===== src/hw/rtl/tsb_pkg.sv =====
package tsb_pkg;

	localparam int MAX_WIDTH_D = 128;
	localparam int MAX_HEIGHT_D = 128;
	localparam int COORD_FRAC_BITS_D = 16;
	localparam int WEIGHT_BITS_D = 8;

	localparam logic [2:0] AM_NONE = 3'd0;
	localparam logic [2:0] AM_CLAMP = 3'd1;
	localparam logic [2:0] AM_MIRROR = 3'd2;
	localparam logic [2:0] AM_MIRROR_ONCE = 3'd3;
	localparam logic [2:0] AM_WRAP = 3'd4;

	localparam logic [1:0] FM_POINT = 2'd0;
	localparam logic [1:0] FM_BILINEAR = 2'd1;
	localparam logic [1:0] FM_TRILINEAR = 2'd2;
	localparam logic [1:0] FM_BAD = 2'd3;

	localparam logic [1:0] CFG_WIDTH = 2'd0;
	localparam logic [1:0] CFG_HEIGHT = 2'd1;
	localparam logic [1:0] CFG_ADDR_MODE = 2'd2;
	localparam logic [1:0] CFG_FILTER_MODE = 2'd3;

	localparam logic ACT_WRITE = 1'b0;
	localparam logic ACT_SAMPLE = 1'b1;

	typedef struct packed {
		logic        action;
		logic [6:0]  texel_x;
		logic [6:0]  texel_y;
		logic [31:0] texel_value;
		logic signed [31:0] coord_u;
		logic signed [31:0] coord_v;
	} req_t;

	typedef struct packed {
		logic [7:0] red;
		logic [7:0] green;
		logic [7:0] blue;
		logic [7:0] alpha;
	} rsp_t;

	typedef struct packed {
		logic [2:0] index;
		logic [7:0] data;
	} cfg_t;

endpackage


===== src/hw/rtl/tsb_addr.sv =====
module tsb_addr #(
	parameter int FB = 16
) (
	input  logic [2:0]         mode,
	input  logic signed [31:0] c,
	output logic signed [33:0] a
);

	localparam logic signed [33:0] ONE = 34'sd1 <<< FB;
	localparam logic signed [33:0] TWO = 34'sd2 <<< FB;

	logic signed [33:0] cx, cc, ab, t;

	always_comb begin
		cx = 34'(c);
		cc = cx;
		if (mode == tsb_pkg::AM_MIRROR_ONCE) begin
			if (cx < -ONE) cc = -ONE;
			else if (cx > TWO) cc = TWO;
		end
		ab = cc[33] ? -cc : cc;
		t = 34'(ab[FB:0]);
		case (mode)
			tsb_pkg::AM_CLAMP: a = cx < 0 ? '0 : (cx > ONE ? ONE : cx);
			tsb_pkg::AM_MIRROR, tsb_pkg::AM_MIRROR_ONCE: a = t > ONE ? TWO - t : t;
			tsb_pkg::AM_WRAP: a = 34'(cx[FB-1:0]);
			default: a = cx;
		endcase
	end

endmodule


===== config.mk =====
export PLATFORM = sky130hd
export DESIGN_NAME = tsb_addr
export DESIGN_NICKNAME = d
export VERILOG_FILES = /design/src/hw/rtl/tsb_pkg.sv /design/src/hw/rtl/tsb_addr.sv
export SDC_FILE = /design/constraint.sdc
export NUM_CORES = 1
export LEC_CHECK = 0
export BUFFER_PORTS_ARGS = -buffer_cell sky130_fd_sc_hd__buf_2
export CORE_ASPECT_RATIO = 1.25
export CORE_MARGIN = 2
export CORE_UTILIZATION = 48
export DETAILED_ROUTE_END_ITERATION = 6
export PLACE_DENSITY = 0.81
export SYNTH_ARGS = -nofsm -noshare
export SYNTH_HDL_FRONTEND = slang
export SYNTH_SLANG_ARGS = --single-unit

===== constraint.sdc =====
create_clock -name vclk -period 3.8
set_clock_uncertainty 0.05 [all_clocks]
set_input_delay 0 -clock vclk [all_inputs]
set_output_delay 0 -clock vclk [all_outputs]
set_load 0.005 [all_outputs]

==> impl_metrics.py, run 1 <==
metrics = {
    "min_path": {
        "min_path_type": "input pin to output pin",
        "min_from": "c[24]",
        "min_path_cells": 3,
        "whs_endpoint": "a[24]",
    },
    "placement": {
        "dp_cells": 433,
        "port_buffers": 69,
        "dp_hpwl_mm": 5.93,
        "gp_congestion": 1.10,
    },
    "synthesis": {
        "synth.area.mux_share": 0.0108,
        "synth_top_cell_by_area": "nand2_1",
        "yosys.area_share.adder": 0.0135,
        "synth_area_leaders": "nand2_1, o21ai_0, and2_1",
        "synth_area_mm2": 0.00186,
        "syn_nets": 339,
        "netlist_instances": 302,
        "synth-compound-area-share": 0.410,
        "yosys_warnings": 0,
        "synth_top_family_by_area": "simple AND/OR/NAND/NOR gates",
        "synth_simple_gate_area_frac": 0.428,
        "synth_xor_area_frac": 0.0660,
        "ys_seq_area_frac": 0,
        "syn_avg_cell_area_um2": 6.15,
        "yosysTopAreaCellShare": 0.0788,
        "yosysUniqueCellTypes": 60,
    },
    "floorplanning": {
        "design.die.area_mm2": 0.00439,
        "coreArea_mm2": 0.00375,
        "die_w_um": 59.7,
        "start_util": 0.495,
        "fp-row-count": 25,
        "die_h_um": 73.6,
        "ios": 69,
    },
    "global_routing": {
        "grt.overflow.total": 0,
        "track_usage": 0.328,
        "grt_max_degree": 28,
        "antenna_found_initial": 0,
        "grt_pass1_wl_mm": 11.3,
        "grt_pass1_vias": 2489,
    },
    "sta": {
        "tightest_slew_ns": 1.03,
        "period_needed_ns": 3.70,
        "setup_viol_count_final": 0,
        "drv_slew": 0,
        "fin_crit_sh": 0.973,
        "slew_headroom": 0.308,
        "fmax_mhz": 271,
        "hold_ws_ns": 0.260,
        "hold_viol": 0,
    },
    "finish": {
        "drive_gt1_frac": 0.400,
        "fillCellCount": 325,
        "clock_buffers": 0,
        "final-seq-area_um2": 0,
        "seq_cells": 0,
        "nNetsFinal": 441,
        "num_antenna_cells": 0,
        "fin_cells": 442,
        "area_growth_pct": 44.6,
    },
    "pwr": {
        "ir_drop_mv": 0.0623,
        "p_leak_uw": 0.00114,
        "powerDensity_mw_per_mm2": 129,
    },
    "clock_network": {
        "ctsHoldBuffers": 0,
    },
    "critical_path": {
        "required_ns": 3.75,
        "critPathMaxFanout": 4,
        "crit_type": "input pin to output pin",
        "start_kind": "input pin",
        "worstPathArrival_ns": 3.65,
        "worstSetupEndpointType": "output pin",
    },
    "job": {
        "max-cap-violations": 0,
    },
    "run_status": {
        "status": "completed",
    },
    "routing": {
        "routed_wl_mm": 7.82,
        "avgViaCountPerCell": 6.58,
        "antenna_left": 0,
        "wl_per_cell_um": 17.7,
        "firstDrtPassIters": 4,
        "drt_iter0_drc": 181,
        "vias": 2908,
        "drc": 0,
    },
}
## synthesized netlist by cell type, types with 6 or more instances
cell / count
a21oi_1: 14
and2_1: 17
clkbuf_1: 19
inv_1: 6
nand2_1: 39
nand3_1: 9
nand4_1: 8
nor2_1: 22
nor2b_1: 6
nor3_1: 6
nor4_1: 9
o211ai_1: 7
o21ai_0: 28
o22ai_1: 6
o31ai_1: 7
xnor2_1: 9
## per-layer routing
layer / up-vias / share of wire / track usage
met5: - / 0 / 0
met4: 0 / 0.085 / 0.240
met3: 48 / 0.081 / 0.0211
met2: 192 / 0.49 / 0.592
met1: 1312 / 0.34 / 0.347
li1: 1356 / - / -
## what timing repair did
action,4_1_cts,5_1_grt
resized for setup,3,23
pin swaps,1,11
endpoints found under the hold margin,0,0
buffers inserted,1,8
setup endpoints to repair,9,14
## stage by stage
| stage | instance area (µm²) | power (µW) | setup WS, ns | TNS, ns | utilization |
|---|---|---|---|---|---|
| after floorplan | 1860 | 187 | 0.0139 | 0 | - |
| after global placement | 2500 | 313 | -0.0871 | -0.284 | 0.666 |
| after detailed placement | 2500 | 317 | -0.100 | -0.422 | 0.666 |
| after CTS | 2520 | 320 | 0.0299 | 0 | 0.672 |
| after global routing | 2690 | 371 | -0.0831 | -0.236 | 0.716 |
| final | 2690 | 346 | 0.104 | 0 | 0.716 |
## worst max-delay path: stages
cell       delay, ns
buf_2           0.11
or4_4           0.53
or4_4           0.58
a21oi_4         0.22
nand2_2         0.10
ha_4            0.18
nand2b_1        0.13
a31oi_1         0.12
nor3b_1         0.08
a2111oi_2       0.39
buf_4           0.18
o21ai_2         0.06
nor2_2          0.14
buf_6           0.13
buf_4           0.12
o211ai_1        0.10
a32oi_1         0.21
o31ai_1         0.10
buf_2           0.15
## final cells by class
| type | instances | area [µm²] | share of cell area |
|---|---|---|---|
| multi-input combinational | 271 | 1840 | 0.685 |
| timing repair buffer | 125 | 773 | 0.288 |
| tap | 40 | 50.0 | 0.0186 |
| inverter | 6 | 22.5 | 0.00838 |
## cells by family after synthesis
group                      Yosys count
xor gates and xnor gates            14
muxes                                2
AOI/OAI and AO/OA                  110
adders and majority gates            2
and+or+nand+nor                    143
buffers and inverters               31
## how the worst max path moves through the flow
| stage | slack [ns] | to | start | cells past startpoint |
|---|---|---|---|---|
| floorplan | 0.01 | a[1] | c[13] | 16 |
| global placement | -0.09 | a[1] | c[31] | 18 |
| detailed placement | -0.10 | a[15] | c[31] | 19 |
| CTS | 0.03 | a[1] | c[12] | 18 |
| global route | -0.08 | a[15] | c[12] | 19 |
| finish | 0.10 | a[15] | c[12] | 19 |
## where the power goes
part | switching, µW | leakage [µW] | internal (µW)
clock network | 0 | 0 | 0
logic | 193 | 0.00114 | 152
registers | 0 | 0 | 0
total | 193 | 0.00114 | 152
## placed cells by master (no fill, tap or decap), types with 6 or more instances in the layout
cell type,instances
nor2_1,20
nor3_1,6
a21oi_1,14
o31ai_1,7
inv_1,6
o211ai_1,7
buf_4,54
nand2_1,37
and2_1,17
buf_2,69
o21ai_0,26
xnor2_1,9
nand4_1,8
nand3_1,9
No activity file was read; power rests on OpenSTA's default activity.
==> inputs of run 2 (changes only) <==
--- a/config.mk
+++ b/config.mk
@@ -11,6 +11,7 @@
 export CORE_UTILIZATION = 48
 export DETAILED_ROUTE_END_ITERATION = 6
 export PLACE_DENSITY = 0.81
+export RECOVER_POWER = 25
 export SYNTH_ARGS = -nofsm -noshare
 export SYNTH_HDL_FRONTEND = slang
 export SYNTH_SLANG_ARGS = --single-unit
==> run 2 against run 1 <==
- global-route usage is the same
- die area unchanged
- wire length shrank 0.14%
- first-iteration DRC count down 1.7%
- combinational power about the same
- total power fell by 0.31%
- clock-buffer cell count stayed put
- largest power group unchanged
==> impl_metrics.py, run 2 (synthesis results as in run 1) <==
metrics = {
    "placement": {
        "port_buffers": 69,
        "postPlaceCellArea_mm2": 0.00250,
        "gp_congestion": 1.10,
        "dp_hpwl_mm": 5.93,
        "place_ws_ns": -0.100,
    },
    "finish": {
        "nNetsFinal": 441,
        "num_antenna_cells": 0,
        "seq_cells": 0,
        "drive_gt1_frac": 0.396,
        "final_common_cell": "buf_2",
        "clock_buffers": 0,
        "postLayoutCellArea_mm2": 0.00268,
        "final-seq-area_um2": 0,
        "mostFrequentLayoutCells": "buf_2, buf_4, nand2_1, o21ai_0, nor2_1",
        "area_growth_pct": 44.3,
    },
    "pwr": {
        "p_leak_uw": 0.00113,
        "p_clk_frac": 0,
        "p_switching_uw": 193,
        "p_int_uw": 151,
        "powerDensity_mw_per_mm2": 128,
        "ir_drop_mv": 0.0623,
        "p_seq_frac": 0,
        "comb_power_share": 1.000,
        "p_sw_frac": 0.560,
        "power_uw": 344,
    },
    "floorplanning": {
        "start_util": 0.495,
        "fp-row-count": 25,
        "die_h_um": 73.6,
        "coreArea_mm2": 0.00375,
        "die_w_um": 59.7,
        "ios": 69,
        "design.die.area_mm2": 0.00439,
    },
    "critical_path": {
        "critPathMaxFanout": 4,
        "worstPathArrival_ns": 3.64,
        "start_kind": "input pin",
        "crit_path_start": "c[12]",
        "worstSetupEndpointType": "output pin",
        "required_ns": 3.75,
        "crit_type": "input pin to output pin",
        "cp-endpoint": "a[15]",
    },
    "global_routing": {
        "grt_pass1_wl_mm": 11.3,
        "grt_pass1_vias": 2489,
        "track_usage": 0.328,
        "grt.overflow.total": 0,
        "grt_max_degree": 28,
        "antenna_found_initial": 0,
    },
    "routing": {
        "highest_layer": "met4",
        "firstDrtPassIters": 5,
        "antenna_left": 0,
        "wl_met1_mm": 2.72,
        "wl_per_cell_um": 17.7,
        "vias": 2898,
        "routed_wl_mm": 7.81,
        "drc": 0,
        "route.met3.wl_um": 600,
        "wl_met2_mm": 3.85,
        "drt_iter0_drc": 178,
        "avgViaCountPerCell": 6.56,
    },
    "sta": {
        "period_needed_ns": 3.69,
        "layout_setup_ws_ns": 0.106,
        "setup_viol_count_final": 0,
        "fmax_mhz": 271,
        "tightest_slew_ns": 1.04,
        "slew_headroom": 0.303,
        "hold_viol": 0,
        "fin_crit_sh": 0.972,
        "setup_tns_ns": 0,
        "drv_slew": 0,
    },
    "clock_network": {
        "ctsHoldBuffers": 0,
    },
    "job": {
        "max-cap-violations": 0,
    },
    "min_path": {
        "min_path_type": "input pin to output pin",
    },
    "run_status": {
        "status": "completed",
    },
}
## run 2: cell types whose count changed in the layout (fill, tap and decap cells not counted), sizes merged
cell,previous run,this run
clkbuf,0,2
buf,125,123
## run 2: routing by layer
metal | track usage | vias up
li1 | - | 1355
met1 | 0.347 | 1316
met2 | 0.592 | 180
met3 | 0.0211 | 47
met4 | 0.240 | 0
met5 | 0 | -
## run 2: power groups by stage
| stage | combinational [µW] | sequential [µW] | clock (µW) |
|---|---|---|---|
| 6_report | 344 | 0 | 0 |
| 5_1_grt | 370 | 0 | 0 |
| 4_1_cts | 320 | 0 | 0 |
| 3_5_place_dp | 317 | 0 | 0 |
| 3_3_place_gp | 313 | 0 | 0 |
| 2_1_floorplan | 187 | 0 | 0 |
## run 2: worst max-delay path, cell delays in order
cell	delay [ns]
buf_2	0.11
or4_4	0.53
or4_4	0.58
a21oi_4	0.22
nand2_2	0.10
ha_4	0.18
nand2b_1	0.13
a31oi_1	0.12
nor3b_1	0.08
a2111oi_2	0.39
buf_4	0.18
o21ai_2	0.06
nor2_2	0.14
buf_6	0.13
buf_4	0.12
o211ai_1	0.10
a32oi_1	0.21
o31ai_1	0.10
buf_2	0.15
## run 2: final cells by class
class	count	area, µm²
repair buffers	125	768
fillers	326	1070
multi-input cells	271	1840
well taps	40	50.0
inverters	6	22.5
## run 2: stage by stage
| stage | util | instances | hold slack [ns] |
|---|---|---|---|
| floorplan | - | 302 | 0.0399 |
| global placement | 0.666 | 433 | 0.248 |
| detailed placement | 0.666 | 433 | 0.247 |
| CTS | 0.672 | 434 | 0.248 |
| global route | 0.714 | 442 | 0.287 |
| finish | 0.714 | 442 | 0.260 |
## run 2: what timing repair did
item	CTS	global route
setup endpoints to repair	9	14
pin swaps	1	11
resized for setup	3	23
setup buffers	1	8
## run 2: worst min-delay path by stage
stage / to / from / slack (ns) / depth (start not counted)
after detailed placement: a[21] / c[21] / 0.25 / 3
after floorplan: a[0] / c[0] / 0.04 / 1
after global routing: a[21] / c[21] / 0.29 / 3
final: a[24] / c[24] / 0.26 / 3
after global placement: a[23] / c[23] / 0.25 / 3
after CTS: a[21] / c[21] / 0.25 / 3
