==> config.mk <==
export PLATFORM = sky130hd
export DESIGN_NAME = tsb_ram
export DESIGN_NICKNAME = d
export VERILOG_FILES = /design/src/hw/rtl/tsb_ram.sv
export SDC_FILE = /design/constraint.sdc
export NUM_CORES = 1
export LEC_CHECK = 0
export BUFFER_PORTS_ARGS = -buffer_cell sky130_fd_sc_hd__buf_2
export CORE_MARGIN = 4
export CORE_UTILIZATION = 61
export CTS_CLUSTER_DIAMETER = 150
export DETAILED_ROUTE_END_ITERATION = 12
export PLACE_DENSITY = 0.77
export RECOVER_POWER = 50
export SLEW_MARGIN = 20
export SYNTH_ARGS = -nofsm -noshare
export SYNTH_HDL_FRONTEND = slang
export SYNTH_SLANG_ARGS = --single-unit
==> constraint.sdc <==
create_clock -name clk -period 5.65 [get_ports clk]
set_input_delay 1.695 -clock clk [delete_from_list [all_inputs] [get_ports clk]]
set_output_delay 1.695 -clock clk [all_outputs]
set_load 0.01 [all_outputs]
==> src/hw/rtl/tsb_ram.sv <==
module tsb_ram #(
	parameter int WIDTH = 32,
	parameter int DEPTH = 16
) (
	input  logic                     clk,
	input  logic                     we,
	input  logic [$clog2(DEPTH)-1:0] waddr,
	input  logic [WIDTH-1:0]         wdata,
	input  logic                     re,
	input  logic [$clog2(DEPTH)-1:0] raddr,
	output logic [WIDTH-1:0]         rdata
);

	logic [WIDTH-1:0] mem_q [DEPTH];

	always_ff @(posedge clk) begin
		if (we) begin
			mem_q[waddr] <= wdata;
		end
		if (re) begin
			rdata <= mem_q[raddr];
		end
	end

endmodule

==> out/metrics.cfg, run 1 <==
[routing]
vias = 9339
wl_per_cell_microns = 29.6
route.detailed.drc = 0
drtAntennaViolNets = 0
vias_per_cell = 6.53
drt_iter0_drc = 1120
routed_wl_mm = 42.3
first_pass_iters = 6

[sta]
finalHoldViolCount = 0
worst_pin_slew_ns = 2.75
final.setup.tns_ns = 0
rsz0062_at_grt = false
clock.fmax_mhz = 283
timing.final.crit_share = 0.626
min_period_ns = 3.54
slew_headroom = -0.835
fin_hold_ws_ns = 0.746
skew_ns = 0.00738
finalMaxSlewViolations = 33
setup_viol = 0

[power_and_ir_drop]
internal_power_w = 0.00659
p_leak_nw = 7.20
finalPower_w = 0.00823
vdd_ir_drop_max_mv = 0.254
power.switching_w = 0.00164
power_frac_seq = 0.556
clkPwrFrac = 0.397
power_frac_comb = 0.047
p_per_area_nw_per_um2 = 361
power.share.switching = 0.199

[yosys]
avgSynthCellArea_sq_um = 24.1
yosysWarningCount = 0
synth_cell_types = 17
synthesis.area_sq_um = 20200
synth.net_count = 881
ys_seq_area_frac = 0.810
ys_seq_elements = 544
syn_inst = 838

[critical_path]
critical_path.top_delay_family = buffers and inverters
regToRegStartpoint = mem_q[11][21]
cp_cell_sequence = clkbuf_1
slowest_stage = clkbuf_1
end_kind = register
crit_buf_inv = 1
max_stage_delay_ns = 1.91
critPathRequiredTime_ns = 5.76
worstSetupPathType = in -> reg
start_kind = input pin
path_max_fanout = 32
startpoint = re
crit_arrival_ns = 3.65
rrSetupSlack_ns = 4.13

[grt]
antenna_found_initial = 3
grt_pass1_wl_mm = 63.3
grt_overflow_total = 0
grt_max_degree = 57
grt_use_total = 0.241
grt_pass1_vias = 9780

[clock_network]
clock_sinks = 544
tritoncts = yes
cts_buffers = 51
clkLatencyLatePin_ns = 0.56
clock_path_buffers = 3
htree_levels = 2
post_cts_resized = 0
root_buffer = clkbuf_16
cts_setup_buffers = 0
cts_hold_buf = 0
clk_transition_reported_paths_ns = 0.06

[final_layout]
drive_gt1_frac = 0.282
syn_to_final_growth_pct = 12.9
nets = 993
utilization = 0.699

[outcome]
violations = capacitance limit, slew limit
outcome = finished with violations

[min_path]
worstHoldStart = mem_q[14][9]
hp-class = reg -> reg

[placement]
place_congestion = 0.729
dp_hpwl_mm = 21.0
port_buffers = 74

[floorplanning]
die_x_microns = 190
core_area_sq_um = 32600
rows = 66
initial_core_util = 0.618
dieArea_sq_um = 36000
die_h_microns = 190
io_pins = 75

[job]
drv_cap = 1

[cells in the final DEF, fill, tap and decap left out]
cell type / instances
diode_2: 1
buf_12: 2
nand2_1: 33
nor3_1: 1
buf_4: 25
clkinv_4: 1
nand2b_1: 2
nand3_1: 1
clkbuf_8: 1
a22oi_1: 64
or3b_2: 1
clkinv_1: 11
buf_2: 38
clkbuf_1: 51
nor2b_4: 2
bufinv_16: 4
nor3_2: 3
nor2_4: 13
nand3b_1: 2
and2_2: 1
edfxtp_1: 544
mux4_2: 128
clkbuf_16: 53
clkinv_2: 6
[kinds of logic (layout without fill, tap and decap cells)]
kind of cell,after synthesis,in the layout,synth area share
flip-flops,544,544,0.810
other,0,1,0
multiplexers,128,128,0.143
AO/OA/AOI/OAI,64,64,0.0238
AND/OR/NAND/NOR,59,59,0.0125
buffers and inverters,43,192,0.0110
[stage by stage]
step                      setup slack, ns  cell area (sq um)  instances
final                                2.11              22800       1430
after global routing                 1.98              22800       1430
after CTS                            2.33              22800       1429
after detailed placement             1.74              21300       1339
after global placement               1.75              21300       1339
after floorplan                     0.775              20200        838
[routing by layer]
| metal | share of wire | up-vias | wire length, microns | global-route usage |
|---|---|---|---|---|
| met1 | 0.37 | 4868 | 15800 | 0.347 |
| met5 | 0.00045 | - | 19 | 0 |
| met3 | 0.093 | 101 | 3930 | 0.0426 |
| met4 | 0.033 | 4 | 1420 | 0.0876 |
| met2 | 0.50 | 541 | 21200 | 0.384 |
| li1 | - | 3825 | - | - |
[tightest hold or removal path: stages (launching register included)]
cell      delay, ns
edfxtp_1       0.31
mux4_2         0.22
a22oi_1        0.06
nand2_1        0.05
[power groups by stage]
stage	Sequential, W	Clock (W)	Combinational [W]
2_1_floorplan	0.00466	0	0.000217
3_3_place_gp	0.00465	0	0.000383
3_5_place_dp	0.00466	0	0.000392
4_1_cts	0.00457	0.00332	0.000397
5_1_grt	0.00458	0.00350	0.000418
6_report	0.00458	0.00327	0.000388
[synthesized netlist by cell type]
library cell,number,share of area
a22oi_1,64,0.024
and2_1,1,0.00031
buf_1,9,0.0017
buf_2,4,0.00099
buf_4,11,0.0041
buf_6,2,0.0011
clkbuf_1,17,0.0032
edfxtp_1,544,0.81
mux4_2,128,0.14
nand2_1,33,0.0061
nand2b_1,2,0.00062
nand3_1,1,0.00025
nand3b_1,2,0.00074
nor2_1,13,0.0024
nor2b_1,2,0.00062
nor3_1,4,0.00099
or3b_2,1,0.00043
[state kept, by name, summed over array words and instances, names as in the netlist]
register and flops:
mem_q 512, rdata 32
[path summary, 6_finish.rpt]
kind | to | depth (start not counted)
worst min register to register | rdata[9] | 3
worst max-delay path | rdata[18] | 1
worst min-delay path | rdata[9] | 3
worst max register to register | rdata[21] | 3
[area by class of cell]
cell class | count | area (sq um)
Sequential cell | 544 | 16300
Fill cell | 1919 | 9830
Multi-Input combinational cell | 251 | 3740
Clock buffer | 68 | 1380
Timing Repair Buffer | 102 | 567
Tap cell | 442 | 553
Clock inverter | 22 | 200
Antenna cell | 1 | 2.50
Power figures use the tool's default switching activity.
==> inputs of run 2 (changes only) <==
Settings changed: ABC_AREA from default to 1, CORE_UTILIZATION 61 to 62, PLACE_DENSITY 0.77 to 0.78.
Clock period 5.65 ns to 3.5 ns, I/O delays scaled along.
==> run 2 against run 1 <==
Against the previous run: the run still ends with capacitance limit, slew limit left; final cell count rose by 88%; cell area rose by 12%; worst hold slack got worse by 0.0087 ns; register-to-register slack got worse by 1.9 ns; clock-buffer cell count fell by 6; die area rose by 12%; area after synthesis rose by 14%; sequential share of layout area fell by 7.5 points; core utilization fell by 0.33 points; routed wire length rose by 31%; critical path depth rose by 4; non-clock buffer count rose by 13; critical path type unchanged; highest routed layer is now met4.
==> out/metrics.cfg, run 2 <==
[floorplanning]
core_area_sq_um = 36600  ; +12%
die_h_microns = 201  ; +5.8%
dieArea_sq_um = 40300  ; +12%
initial_core_util = 0.630  ; +0.0111
io_pins = 75  ; unchanged
die_x_microns = 201  ; +5.8%
rows = 70  ; +6.1%

[critical_path]
cp_cell_sequence = clkbuf_1 -> inv_1 -> nand2_1 -> nor2_1 -> buf_12
path_max_fanout = 22  ; -31%
max_stage_delay_ns = 1.06  ; -0.85 ns
start_kind = input pin
crit_buf_inv = 3  ; +2
worstSetupPathType = in -> reg
rrSetupSlack_ns = 2.24  ; -1.89 ns
critPathRequiredTime_ns = 3.76  ; -2.00 ns
crit_arrival_ns = 2.85  ; -0.80 ns
critical_path.top_delay_family = simple AND/OR/NAND/NOR gates
slowest_stage = nor2_1
end_kind = register

[final_layout]
final_cells = 2691  ; +88%
final_area_sq_um = 25500  ; +12%
utilization = 0.695  ; -0.00326
nets = 2228  ; +120%
drive_gt1_frac = 0.0734  ; -0.208
final_cell_mix = nand2_1, edfxtp_1, inv_1
syn_to_final_growth_pct = 10.4
regMostFlops = mem_q
layout_commonest_cell = nand2_1
top_regs = mem_q x512, rdata x32
fillers = 2480  ; +29%
largest_reg_flops = 512  ; unchanged

[routing]
vias = 15200  ; +63%
drt_iter0_drc = 1872  ; +67%
drtAntennaViolNets = 0  ; unchanged
first_pass_iters = 5  ; -1
wl_per_cell_microns = 20.5  ; -31%
route.detailed.drc = 0  ; unchanged
vias_per_cell = 5.66  ; -13%
routed_wl_mm = 55.3  ; +31%

[sta]
setup_viol = 0  ; unchanged
clock.fmax_mhz = 385
skew_ns = 0.0186  ; +0.0112 ns
timing.final.crit_share = 0.741
worst_pin_slew_ns = 1.75  ; -1.01 ns
finalMaxSlewViolations = 18  ; -45%
rsz0062_at_grt = false
min_period_ns = 2.59
finalHoldViolCount = 0  ; unchanged
slew_headroom = -0.164  ; +0.671
final.setup.tns_ns = 0  ; unchanged

[clock_network]
tritoncts = yes
root_buffer = clkbuf_16
htree_levels = 2  ; unchanged
post_cts_resized = 0  ; unchanged
clock_sinks = 544  ; unchanged
cts_setup_buffers = 0  ; unchanged
clkLatencyLatePin_ns = 0.59  ; +0.03 ns
cts_buffers = 53  ; +3.9%
cts_hold_buf = 0  ; unchanged
clk_transition_reported_paths_ns = 0.06  ; about the same
clock_path_buffers = 3  ; unchanged

[placement]
dp_cells = 2598  ; +94%
port_buffers = 74  ; unchanged
dp_hpwl_mm = 29.2  ; +39%
place_congestion = 0.861  ; +18%
placed_area_sq_um = 23900  ; +13%

[min_path]
hp-class = reg -> reg

[grt]
antenna_found_initial = 1  ; -2
grt_pass1_wl_mm = 85.0  ; +34%
grt_use_total = 0.272  ; +0.0307
grt_overflow_total = 0  ; unchanged
grt_max_degree = 129  ; +130%
grt_pass1_vias = 15400  ; +57%

[power_and_ir_drop]
vdd_ir_drop_max_mv = 0.431  ; +70%
power_frac_comb = 0.063  ; +0.016
power_frac_seq = 0.546  ; -0.010
clkPwrFrac = 0.390  ; -0.007
power.switching_w = 0.00297  ; +81%
internal_power_w = 0.0105  ; +60%
p_per_area_nw_per_um2 = 531  ; +47%
p_leak_nw = 10.8  ; +49%
power.share.switching = 0.220  ; +0.0204

[yosys]
synth_cell_types = 14  ; -3
synthArstFlopShare = 0  ; unchanged
ys.flop_type = edfxtp_1
post_synth_most_frequent_cells = nand2_1, edfxtp_1, inv_1
synth.net_count = 2163  ; +150%
ys_seq_elements = 544  ; unchanged
syn_inst = 2120  ; +150%
yosysWarningCount = 0  ; unchanged
avgSynthCellArea_sq_um = 10.9  ; -55%
ys_seq_area_frac = 0.709  ; -0.101
synthesis.area_sq_um = 23100  ; +14%
netlist.area_leader.share = 0.709  ; -0.101
yosys.area.top_type = edfxtp_1
synth_edf_count = 544  ; unchanged
synth_most_common_cell = nand2_1
synth_area_leaders = edfxtp_1, nand2_1, nand3_1, inv_1, buf_6

[outcome]
outcome = finished with violations
violations = capacitance limit, slew limit

[job]
drv_cap = 1  ; unchanged

run 2: worst min-delay path, delay by kind of cell, from the launching register on:
kind,cells,cell delay [ns]
and+or+nand+nor,6,0.31
DFF,1,0.32
run 2: worst paths after layout:
| path | start | endpoint | cells past startpoint |
|---|---|---|---|
| min reg2reg | mem_q[11][26] | rdata[26] | 6 |
| min | mem_q[11][26] | rdata[26] | 6 |
| max | waddr[0] | mem_q[2][24] | 5 |
| max reg2reg | mem_q[12][9] | rdata[9] | 6 |
run 2: layout make-up:
class	count	area [sq um]	area share
clock inverter	30	211	0.00831
inverter	390	1470	0.0578
clock buffer	62	1360	0.0534
tap	468	586	0.0230
multi-input combinational	1081	4640	0.182
timing repair buffer	115	843	0.0331
sequential	544	16300	0.642
antenna	1	2.50	0.0000983
run 2: per-stage QoR:
step                      hold WS (ns)  setup WS, ns  total power [W]
final                            0.737         0.906           0.0135
after detailed placement         0.718         0.585          0.00837
after global routing             0.792         0.845           0.0139
after global placement           0.712         0.629          0.00835
after floorplan                  0.683         0.457          0.00802
after CTS                        0.741          1.20           0.0136
run 2: routing by layer:
metal	track usage	share of wire	vias to the layer above
li1	-	-	7000
met1	0.347	0.37	7225
met2	0.467	0.50	855
met3	0.0386	0.092	157
met4	0.127	0.043	0
met5	0	0	-
run 2: logic make-up (layout without fill, tap and decap cells):
group	count (synthesis)	after routing	share of synthesized area
flops	544	544	0.709
buf+inv	495	597	0.0941
simple gates	1081	1081	0.197
other cells	0	1	0
run 2: power by group through the flow:
stage	clock network (W)	registers [W]	logic (W)
2_1_floorplan	0	0.00753	0.000497
5_1_grt	0.00562	0.00740	0.000937
6_report	0.00528	0.00739	0.000855
4_1_cts	0.00532	0.00739	0.000858
3_3_place_gp	0	0.00752	0.000829
3_5_place_dp	0	0.00752	0.000851
==> inputs of run 3 (changes only) <==
Clock period 3.5 ns to 2.4 ns, I/O delays scaled along.
==> run 3 against run 2 <==
Against the previous run: the run now ends clean; worst hold slack got worse by 0.10 ns; sequential power increased by 46%; core utilization increased by 0.91 points; first-iteration DRC count decreased by 16%; non-clock buffer count increased by 20; clock-buffer cell count increased by 5; critical path depth decreased by 1; flip-flop and latch count unchanged.
==> out/metrics.cfg, run 3 (synthesized netlist as in run 2, its figures left out) <==
[routing]
first_pass_iters = 7  ; +2
vias_per_cell = 5.59  ; -1.3%
routed_wl_mm = 52.8  ; -4.5%
wl_per_cell_microns = 19.5  ; -5.2%
drtAntennaViolNets = 0  ; unchanged
route.detailed.drc = 0  ; unchanged
vias = 15100  ; -0.58%
drt_iter0_drc = 1574  ; -16%

[clock_network]
tritoncts = yes
clkLatencyLatePin_ns = 0.58  ; about the same
root_buffer = clkbuf_16
clock_sinks = 544  ; unchanged
clock_path_buffers = 3  ; unchanged
cts_hold_buf = 0  ; unchanged
post_cts_resized = 0  ; unchanged
htree_levels = 2  ; unchanged
cts_setup_buffers = 0  ; unchanged
cts_buffers = 52  ; -1.9%
clk_transition_reported_paths_ns = 0.06  ; about the same

[floorplanning]
die_x_microns = 201  ; unchanged
rows = 70  ; unchanged
initial_core_util = 0.630  ; unchanged
io_pins = 75  ; unchanged
die_h_microns = 201  ; unchanged
core_area_sq_um = 36600  ; unchanged
dieArea_sq_um = 40300  ; unchanged

[final_layout]
nets = 2247  ; +0.85%
final_area_sq_um = 25800  ; +1.3%
n_antenna_cell = 0  ; -1
largest_reg_flops = 512  ; unchanged
final_cell_mix = nand2_1, edfxtp_1, inv_1
regMostFlops = mem_q
top_regs = mem_q x512, rdata x32
syn_to_final_growth_pct = 11.9
drive_gt1_frac = 0.0807  ; +0.00734
final_cells = 2711  ; +0.74%
layout_commonest_cell = nand2_1
fillers = 2496  ; +0.65%

[power_and_ir_drop]
p_leak_nw = 10.9  ; +1.4%
internal_power_w = 0.0153  ; +45%
power_frac_seq = 0.551  ; +0.005
p_per_area_nw_per_um2 = 759  ; +43%
power_frac_comb = 0.065  ; +0.002
power.switching_w = 0.00424  ; +43%
power.share.switching = 0.217  ; -0.00320
vdd_ir_drop_max_mv = 0.660  ; +53%
clkPwrFrac = 0.384  ; -0.006

[placement]
port_buffers = 74  ; unchanged
dp_hpwl_mm = 29.3  ; +0.55%
dp_cells = 2618  ; +0.77%
dp_slack_ns = 0.243  ; -0.342 ns
place_congestion = 0.835  ; -3.0%
placed_area_sq_um = 24300  ; +1.7%

[sta]
finalHoldViolCount = 0  ; unchanged
skew_ns = 0.0141  ; -0.00447 ns
min_period_ns = 1.94
rsz0062_at_grt = false
setup_viol = 0  ; unchanged
slew_headroom = 0.0704  ; +0.234
finalMaxSlewViolations = 0  ; -18
worst_pin_slew_ns = 1.39  ; -0.352 ns
fin_hold_ws_ns = 0.635  ; -0.103 ns
clock.fmax_mhz = 515
final.setup.tns_ns = 0  ; unchanged
setup_slack_ns = 0.457  ; -0.449 ns
timing.final.crit_share = 0.810

[critical_path]
cp_cell_sequence = clkbuf_1 -> nand3b_1 -> nor2_1 -> clkbuf_2
slowest_stage = clkbuf_2
worstSetupPathType = in -> reg
max_stage_delay_ns = 0.57  ; -0.49 ns
start_kind = input pin
end_kind = register
critPathRequiredTime_ns = 2.60  ; -1.16 ns
crit_arrival_ns = 2.15  ; -0.70 ns
path_max_fanout = 17  ; -23%

[grt]
antenna_found_initial = 0  ; -1
grt_use_total = 0.260  ; -0.0121
grt_overflow_total = 0  ; unchanged
grt_pass1_vias = 15100  ; -2.0%
grt_pass1_wl_mm = 81.9  ; -3.6%
grt_max_degree = 74  ; -43%

[job]
drv_cap = 0  ; -1

[outcome]
outcome = finished, final reports clean

[min_path]
hp-class = in -> reg

-- run 3: layout make-up --
type	instances	area, sq um	area share
Clock buffer	67	1380	0.0535
Clock inverter	26	161	0.00626
Inverter	390	1470	0.0571
Multi-Input combinational cell	1081	4640	0.180
Sequential cell	544	16300	0.634
Tap cell	468	586	0.0227
Timing Repair Buffer	135	1220	0.0472
-- run 3: power by group through the flow --
stage | clock, W | combinational [W] | sequential [W]
2_1_floorplan | 0 | 0.000727 | 0.0110
3_3_place_gp | 0 | 0.00124 | 0.0110
3_5_place_dp | 0 | 0.00128 | 0.0110
4_1_cts | 0.00759 | 0.00129 | 0.0108
5_1_grt | 0.00800 | 0.00141 | 0.0108
6_report | 0.00751 | 0.00128 | 0.0108
-- run 3: worst max-delay path: cells and delay by family --
kind / cells / cell delay (ns)
buffers and inverters: 2 / 0.86
and+or+nand+nor: 2 / 0.56
-- run 3: worst paths after layout --
path / to / cells past startpoint / slack (ns) / start
min reg2reg: rdata[4] / 6 / 0.73 / mem_q[10][4]
max reg2reg: rdata[27] / 6 / 1.18 / mem_q[13][27]
min: mem_q[0][3] / 1 / 0.63 / wdata[3]
max: mem_q[8][25] / 4 / 0.46 / waddr[3]
-- run 3: metal layers --
metal / vias to the layer above / wire, microns / global-route usage
met4: 0 / 1930 / 0.107
met2: 751 / 26300 / 0.445
met3: 140 / 4360 / 0.0367
li1: 7048 / - / -
met1: 7210 / 20200 / 0.338
met5: - / 0 / 0
-- run 3: per-stage QoR --
stage | total power (W) | util
2_1_floorplan | 0.0117 | -
3_3_place_gp | 0.0122 | 0.665
3_5_place_dp | 0.0122 | 0.665
4_1_cts | 0.0196 | 0.707
5_1_grt | 0.0202 | 0.704
6_report | 0.0196 | 0.704
